## src/hw/rtl/rybrgb_pkg.sv

```systemverilog
// Types, corner tables and pipeline constants of the RYB/RGB converter.
package rybrgb_pkg;

  typedef logic [2:0][7:0] px_t;

  typedef struct packed {
    logic valid;
    logic dir;
  } ctl_t;

  typedef enum logic {
    DIR_RYB_TO_RGB = 1'b0,
    DIR_RGB_TO_RYB = 1'b1
  } dir_e;

  // Corner colors as unsigned 1.16 fixed point, index = first*4 + second*2 + third.
  localparam logic [16:0] RYB2RGB_CORNER [8][3] = '{
    '{17'd0,     17'd0,     17'd0},
    '{17'd0,     17'd23593, 17'd65536},
    '{17'd58982, 17'd58982, 17'd0},
    '{17'd0,     17'd58982, 17'd13107},
    '{17'd65536, 17'd0,     17'd0},
    '{17'd39322, 17'd0,     17'd65536},
    '{17'd65536, 17'd39322, 17'd0},
    '{17'd65536, 17'd65536, 17'd65536}
  };

  localparam logic [16:0] RGB2RYB_CORNER [8][3] = '{
    '{17'd0,     17'd0,     17'd0},
    '{17'd4588,  17'd5243,  17'd58524},
    '{17'd0,     17'd46793, 17'd24510},
    '{17'd0,     17'd7602,  17'd20513},
    '{17'd58393, 17'd0,     17'd0},
    '{17'd36307, 17'd0,     17'd6554},
    '{17'd0,     17'd59965, 17'd0},
    '{17'd65536, 17'd65536, 17'd65536}
  };

  // Full weight 255*255 and floor(2^32 / 65025) for the reciprocal divide.
  localparam logic [15:0] WEIGHT_NORM  = 16'd65025;
  localparam logic [16:0] WEIGHT_RECIP = 17'd66051;

  localparam int unsigned InterpStages = 7;
  localparam int unsigned SatStages    = 11;
  localparam int unsigned PipeLatency  = InterpStages + SatStages;

endpackage

```

## src/hw/rtl/rybrgb_sat.sv

```systemverilog
// Half-saturation pipeline: max, scale, bit-per-stage divide, output register.
module rybrgb_sat import rybrgb_pkg::*; (
  input  logic clk_i,
  input  logic rst_ni,
  input  ctl_t in_ctl_i,
  input  px_t  in_px_i,
  output ctl_t out_ctl_o,
  output px_t  out_px_o
);

  ctl_t             ctl1_q;
  px_t              v1_q;
  logic [7:0]       m_d, m1_q;

  // Divider stages: index 0 holds the scaled numerators, 8 the quotients.
  ctl_t             dctl_q [0:8];
  px_t              dv_q   [0:8];
  logic             dnz_q  [0:8];
  logic [8:0]       dd_q   [0:8];
  logic [2:0][16:0] rem_q  [0:8];
  logic [2:0][7:0]  quo_q  [0:8];

  logic [2:0][16:0] num_d;
  ctl_t             out_ctl_q;
  px_t              out_px_q, out_px_d;

  always_comb begin
    m_d = in_px_i[0];
    if (in_px_i[1] > m_d) m_d = in_px_i[1];
    if (in_px_i[2] > m_d) m_d = in_px_i[2];
  end

  always_comb begin
    for (int j = 0; j < 3; j++) begin
      num_d[j] = 17'(v1_q[j]) * 17'(9'(m1_q) + 9'd255);
    end
  end

  always_ff @(posedge clk_i or negedge rst_ni) begin
    if (!rst_ni) begin
      ctl1_q    <= '0;
      dctl_q[0] <= '0;
    end else begin
      ctl1_q    <= in_ctl_i;
      dctl_q[0] <= ctl1_q;
    end
  end

  always_ff @(posedge clk_i) begin
    v1_q     <= in_px_i;
    m1_q     <= m_d;
    dv_q[0]  <= v1_q;
    dnz_q[0] <= (m1_q != 8'd0);
    dd_q[0]  <= {m1_q, 1'b0};
    rem_q[0] <= num_d;
    quo_q[0] <= '0;
  end

  for (genvar s = 0; s < 8; s++) begin : g_div
    localparam int unsigned Bit = 7 - s;
    logic [2:0][16:0] rem_d;
    logic [2:0][7:0]  quo_d;

    // Restoring step: try divisor shifted to this quotient bit.
    always_comb begin
      logic [16:0] trial;
      logic        ge;
      trial = 17'(dd_q[s]) << Bit;
      for (int j = 0; j < 3; j++) begin
        ge       = (rem_q[s][j] >= trial);
        rem_d[j] = ge ? (rem_q[s][j] - trial) : rem_q[s][j];
        quo_d[j] = {quo_q[s][j][6:0], ge};
      end
    end

    always_ff @(posedge clk_i or negedge rst_ni) begin
      if (!rst_ni) begin
        dctl_q[s+1] <= '0;
      end else begin
        dctl_q[s+1] <= dctl_q[s];
      end
    end

    always_ff @(posedge clk_i) begin
      dv_q[s+1]  <= dv_q[s];
      dnz_q[s+1] <= dnz_q[s];
      dd_q[s+1]  <= dd_q[s];
      rem_q[s+1] <= rem_d;
      quo_q[s+1] <= quo_d;
    end
  end

  // Pass black pixels and the forward direction through unchanged.
  always_comb begin
    if (dctl_q[8].dir == DIR_RGB_TO_RYB && dnz_q[8]) begin
      out_px_d = quo_q[8];
    end else begin
      out_px_d = dv_q[8];
    end
  end

  always_ff @(posedge clk_i or negedge rst_ni) begin
    if (!rst_ni) begin
      out_ctl_q <= '0;
    end else begin
      out_ctl_q <= dctl_q[8];
    end
  end

  always_ff @(posedge clk_i) begin
    out_px_q <= out_px_d;
  end

  assign out_ctl_o = out_ctl_q;
  assign out_px_o  = out_px_q;

endmodule

```

## config.mk

```make
export PLATFORM = sky130hd
export DESIGN_NAME = rybrgb_sat
export DESIGN_NICKNAME = d
export VERILOG_FILES = /design/src/hw/rtl/rybrgb_pkg.sv /design/src/hw/rtl/rybrgb_sat.sv
export SDC_FILE = /design/constraint.sdc
export NUM_CORES = 2
export LEC_CHECK = 0
export ABC_AREA = 0
export BUFFER_PORTS_ARGS = -buffer_cell sky130_fd_sc_hd__buf_2
export CORE_MARGIN = 2
export CORE_UTILIZATION = 53
export DETAILED_ROUTE_END_ITERATION = 6
export HOLD_SLACK_MARGIN = 0.05
export PLACE_DENSITY_LB_ADDON = 0.05
export SLEW_MARGIN = 20
export SYNTH_ARGS = -nofsm -noshare
export SYNTH_HDL_FRONTEND = slang
export SYNTH_SLANG_ARGS = --single-unit
```

## constraint.sdc

```tcl
create_clock -name clk_i -period 5.6 [get_ports clk_i]
set_clock_uncertainty 0.15 [all_clocks]
set_input_delay 0.84 -clock clk_i [delete_from_list [all_inputs] [get_ports clk_i]]
set_output_delay 0.84 -clock clk_i [all_outputs]
set_load 0.005 [all_outputs]
```

### Word-level counts from Yosys, hierarchy flattened

Memories as Yosys holds them, arrays and structs flattened.
Cells that the tools add are included.
Widths: inputs -> output; s select.

| storage, ports and cells | value |
|---|---|
| register bits | 78 |
| bits in writable memories | 981 |
| bits of input ports | 28 |
| output and inout bits | 26 |
| memories kept | 5 |

Memories:

| memory | words | bits a word | read ports | clocked after memory_dff | wr ports | RTL line | source |
|---|---|---|---|---|---|---|---|
| rem_q | 9 | 51 | 8 | 0 | 9 | rybrgb_sat.sv:20 | `logic [2:0][16:0] rem_q [0:8];` |
| dv_q | 9 | 24 | 9 | 0 | 9 | rybrgb_sat.sv:17 | `px_t dv_q [0:8];` |
| quo_q | 9 | 24 | 9 | 0 | 9 | rybrgb_sat.sv:21 | `logic [2:0][7:0] quo_q [0:8];` |
| dd_q | 9 | 9 | 8 | 0 | 9 | rybrgb_sat.sv:19 | `logic [8:0] dd_q [0:8];` |
| dnz_q | 9 | 1 | 9 | 0 | 9 | rybrgb_sat.sv:18 | `logic dnz_q [0:8];` |

| operators by class | value |
|---|---|
| add/subtract/negate cells | 25 |
| $mul | 3 |
| order comparisons | 26 |
| multiplexer cells | 27 |
| reduce and logical (&&, ||, !) cells | 2 |

Operators by type and width:

| operator | count |
|---|---|
| $mux 17 | 24 |
| $ge 17x10->1 | 3 |
| $ge 17x11->1 | 3 |
| $ge 17x12->1 | 3 |
| $ge 17x13->1 | 3 |
| $ge 17x14->1 | 3 |
| $ge 17x15->1 | 3 |
| $ge 17x16->1 | 3 |
| $ge 17x9->1 | 3 |
| $sub 17x10->17 | 3 |
| $sub 17x11->17 | 3 |
| $sub 17x12->17 | 3 |
| $sub 17x13->17 | 3 |
| $sub 17x14->17 | 3 |
| $sub 17x15->17 | 3 |
| $sub 17x16->17 | 3 |
| $sub 17x9->17 | 3 |
| $mul 8x17->17 | 2 |
| $mux 24 | 1 |
| $mul 8x9->17 | 1 |
| $gt 8x8->1 | 2 |
| $mux 8 | 2 |
| $add 8x8->9 const B | 1 |
| $reduce_bool 8->1 | 1 |
| $logic_and 1x1->1 | 1 |

### Longest topological paths before layout

| depth | value |
|---|---|
| word-level depth | 4 |
| gate-level depth with buffers | 21 |

### Least setup slack after synthesis

No wires, ideal clock.

| timing path | value |
|---|---|
| kind | register to register |
| start point | reg m1_q[0] |
| end point | mem rem_q[0][48] in the netlist's numbering |
| arrival time | 5.290 ns |
| required time | 5.378 ns |
| setup slack | 0.088 ns |
| cell stages (with the launch flop) | 22 |
| buffers on the path | 2 |
| period minus slack after synthesis | 5.512 ns |
| path through | dfxtp_1 clkbuf_1 inv_1 ha_1 nand2_1 xnor2_1 clkbuf_1 nand2_1 fa_1 fa_1 inv_1 fa_1 inv_1 fa_1 inv_1 ha_1 and3_1 a221oi_1 a21oi_1 a211o_1 a21oi_1 xnor2_1 |

RTL lines:

| element | RTL line | source |
|---|---|---|
| start: declaration | rybrgb_sat.sv:13 | `logic [7:0] m_d, m1_q;` |
| start signal: assignment | rybrgb_sat.sv:51 | `m1_q <= m_d;` |
| end: declaration | rybrgb_sat.sv:20 |  |

==> summary.md <==
| Metric | Value |
|---|---|
| Worst EP required | 6.02 ns |
| Min Tclk post-route | 5.247 ns |
| Die area | 73750 um^2 |
| Area post-placement | 39440 um^2 |
| Post-route ant nets | 0 |
| Ys async rst share | 0.02492 |
| DP Wirelength | 71440 um |
| Share of cells above drive strength 1 | 0.09395 |
| Initial antenna violation count | 4 |
| Final GP Congestion | 0.9011 |
| DRC viols | 0 |
| Nets | 4190 |
| Cell Area, Synth | 37950 um^2 |
| Io pins | 54 |
| Starting Density | 0.5326 |
| CTS tree | yes |
| Startpoint types | register |
| Arrival time worst endpoint | 5.67 ns |
| Routed wire length | 90020 um |
| # Max-Cap Violations | 0 |
| HP Class | primary input to register |
| Fin crit share | 0.9369 |
| Yosys reg bits | 883 |
| CTS buffer count | 88 |
| Setup TNS | 0 ns |
| Clock Latency Late Sink | 0.67 ns |
| DRC violation total after the first TritonRoute iteration | 1528 |
| Final hold violation count | 0 |
| Setup bufs post-CTS | 0 |
| Pin count of the biggest net entering global routing | 25 |
| Syn-to-layout area delta | 12.56% |
| Utilization after layout | 0.5995 |
| Reg clk slew, reported paths | 0.06 ns |
| Vias | 25252 |
| Overall Global Routing Usage | 0.2482 |
| Input/output buffers | 53 |
| Unrepaired setup endpoints after global routing | no |
| Slew @ Worst Pin | 1.093 ns |
| Post-synth top flop | dfxtp_1 |
| Post-Synthesis Net Count | 4062 |
| Core area | 71240 um^2 |
| Max Fclk | 0.1906 GHz |
| Sequential area share after synthesis | 0.4687 |
| Drt via density | 5.348 |
| Setup violators final | 0 |
| Die X | 271.6 um |
| Synthesized area per cell | 10.64 um^2 |
| # rows | 98 |
| Status | complete, no violations |
| First-pass GRT wire length | 144000 um |
| Max Buffers Root-to-Sink | 3 |
| Num Clock Sinks | 883 |
| Syn Inst Count | 3567 |
| Crit path max fanout | 23 |
| Pins Over Slew Limit | 0 |
| Yosys cell types | 88 |
| Max-slew headroom | 0.2712 |
| Vias in the first global route | 26098 |
| Setup CP Type | register to register |
| Setup crit end kind | register |
| Gr ovfl total | 0 |
| Final instance area | 42710 um^2 |
| Yosys warns | 0 |
| Die Ht | 271.6 um |
| H-Tree Depth | 3 |
| WL per Instance | 19.06 um |
| Post-synth EDFFs | 0 |
| First drt pass iteration count | 5 |
| Root Buffer | clkbuf_16 |
-- per-stage QoR --
step | std cells | setup WS, ns | hold slack (ns)
final | 4722 | 0.3532 | 0.1278
after detailed placement | 4553 | 0.1737 | 0.1621
after CTS | 4717 | 0.1527 | 0.09520
after global routing | 4718 | 0.006229 | 0.1012
after floorplan | 3567 | 0.08774 | 0.1596
after global placement | 4553 | 0.3098 | 0.1595
-- kinds of logic (layout without fill, tap and decap cells) --
group | Yosys count | in the layout | share of synthesized area
simple gates | 938 | 938 | 0.1322
flops | 883 | 883 | 0.4687
compound gates | 615 | 615 | 0.1064
fa+ha+maj | 467 | 467 | 0.1831
buf+inv | 378 | 579 | 0.03785
xor+xnor | 184 | 184 | 0.04247
mux | 102 | 102 | 0.02921
other cells | 0 | 4 | 0
-- repair_timing --
| action | CTS | global route |
|---|---|---|
| hold endpoints to repair | 22 | 0 |
| hold buffers | 1 | 0 |
| setup endpoints to repair | 0 | 6 |
| resized for setup | 0 | 5 |
-- cells in the final DEF, fill, tap and decap left out, drive strengths merged, types with 40 or more instances in the layout --
cell      n
a21o     41
a21oi   164
and2    131
buf      79
clkbuf  116
dfxtp   861
fa      147
ha      320
inv     340
mux2     70
nand2   163
nand3    50
nor2    212
nor2b    91
nor3     73
nor4     40
o21a     56
o21ai   142
xnor2   103
xor2     81
-- worst max-delay path: stages, from the launching register on --
cell and delay, ns:
dfxtp_1 0.40, inv_1 0.08, ha_1 0.23, nand2_1 0.11, xnor2_2 0.15, buf_12 0.21
nand2_1 0.09, fa_1 0.50, fa_1 0.55, inv_1 0.05, fa_1 0.47, inv_1 0.05
fa_1 0.47, inv_1 0.04, ha_1 0.34, and3_1 0.21, a221oi_2 0.29, a21oi_1 0.17
a211o_1 0.28, a21oi_1 0.18, xnor2_1 0.14
-- synth_stat cells (all sizes together), types with 13 or more instances --
master,instances,share of area
nand2,163,0.016
fa,147,0.078
clkbuf,31,0.0031
o21ai,142,0.019
inv,335,0.033
nor4,40,0.0079
a211oi,34,0.0071
mux2i,32,0.0084
nor3,73,0.0098
nand2b,37,0.0061
a21o,41,0.0081
a21boi,15,0.0030
xnor2,103,0.024
dfrtp,22,0.015
nand4b,16,0.0037
mux2,70,0.021
nor2,212,0.021
ha,320,0.11
nand3b,13,0.0026
xor2,81,0.019
nand3,50,0.0069
o31ai,23,0.0047
a21oi,164,0.022
dfxtp,861,0.45
o31a,25,0.0058
o21a,56,0.011
a31oi,18,0.0030
nor2b,91,0.015
and2,131,0.022
or3,39,0.0066
or4,22,0.0046
-- registers in the layout (all words and copies together), names as in the netlist --
register	flops
quo_q	108
out_ctl_o	2
dnz_q	9
v1_q	24
out_px_o	24
dd_q	64
rem_q	408
dctl_q	18
ctl1_q	2
dv_q	216
m1_q	8
-- worst paths after layout --
check	from	end	slack [ns]	cells past startpoint
worst max-delay path	m1_q[0]	rem_q[0][48]	0.35	20
worst min-delay path	in_ctl_i[0]	ctl1_q[0]	0.13	1
worst max register to register	m1_q[0]	rem_q[0][48]	0.35	20
worst min register to register	dv_q[1][8]	dv_q[2][8]	0.14	0
max in group asynchronous	rst_ni	dctl_q[8]	4.47	2
min in group asynchronous	rst_ni	dctl_q[2]	0.51	2
-- layout make-up --
type                       instances  area (um^2)
fill                            5869        28530
tap                              950         1189
inverter                         335         1257
clock buffer                     115         2474
antenna                            4        10.01
timing repair buffer              81        503.0
clock inverter                    48        734.5
sequential                       883        17790
multi-input combinational       2306        18760
-- routing by layer --
layer  vias up  routed length (um)  track usage
li1      12476                   -            -
met1     12058               39070       0.3098
met2       551               43880       0.4344
met3       165                3717      0.03485
met4         2                3332      0.09558
met5         -                  13            0
Power is not shown: default switching activity piles up to over one toggle a cycle in this logic, so the estimate is an artifact.
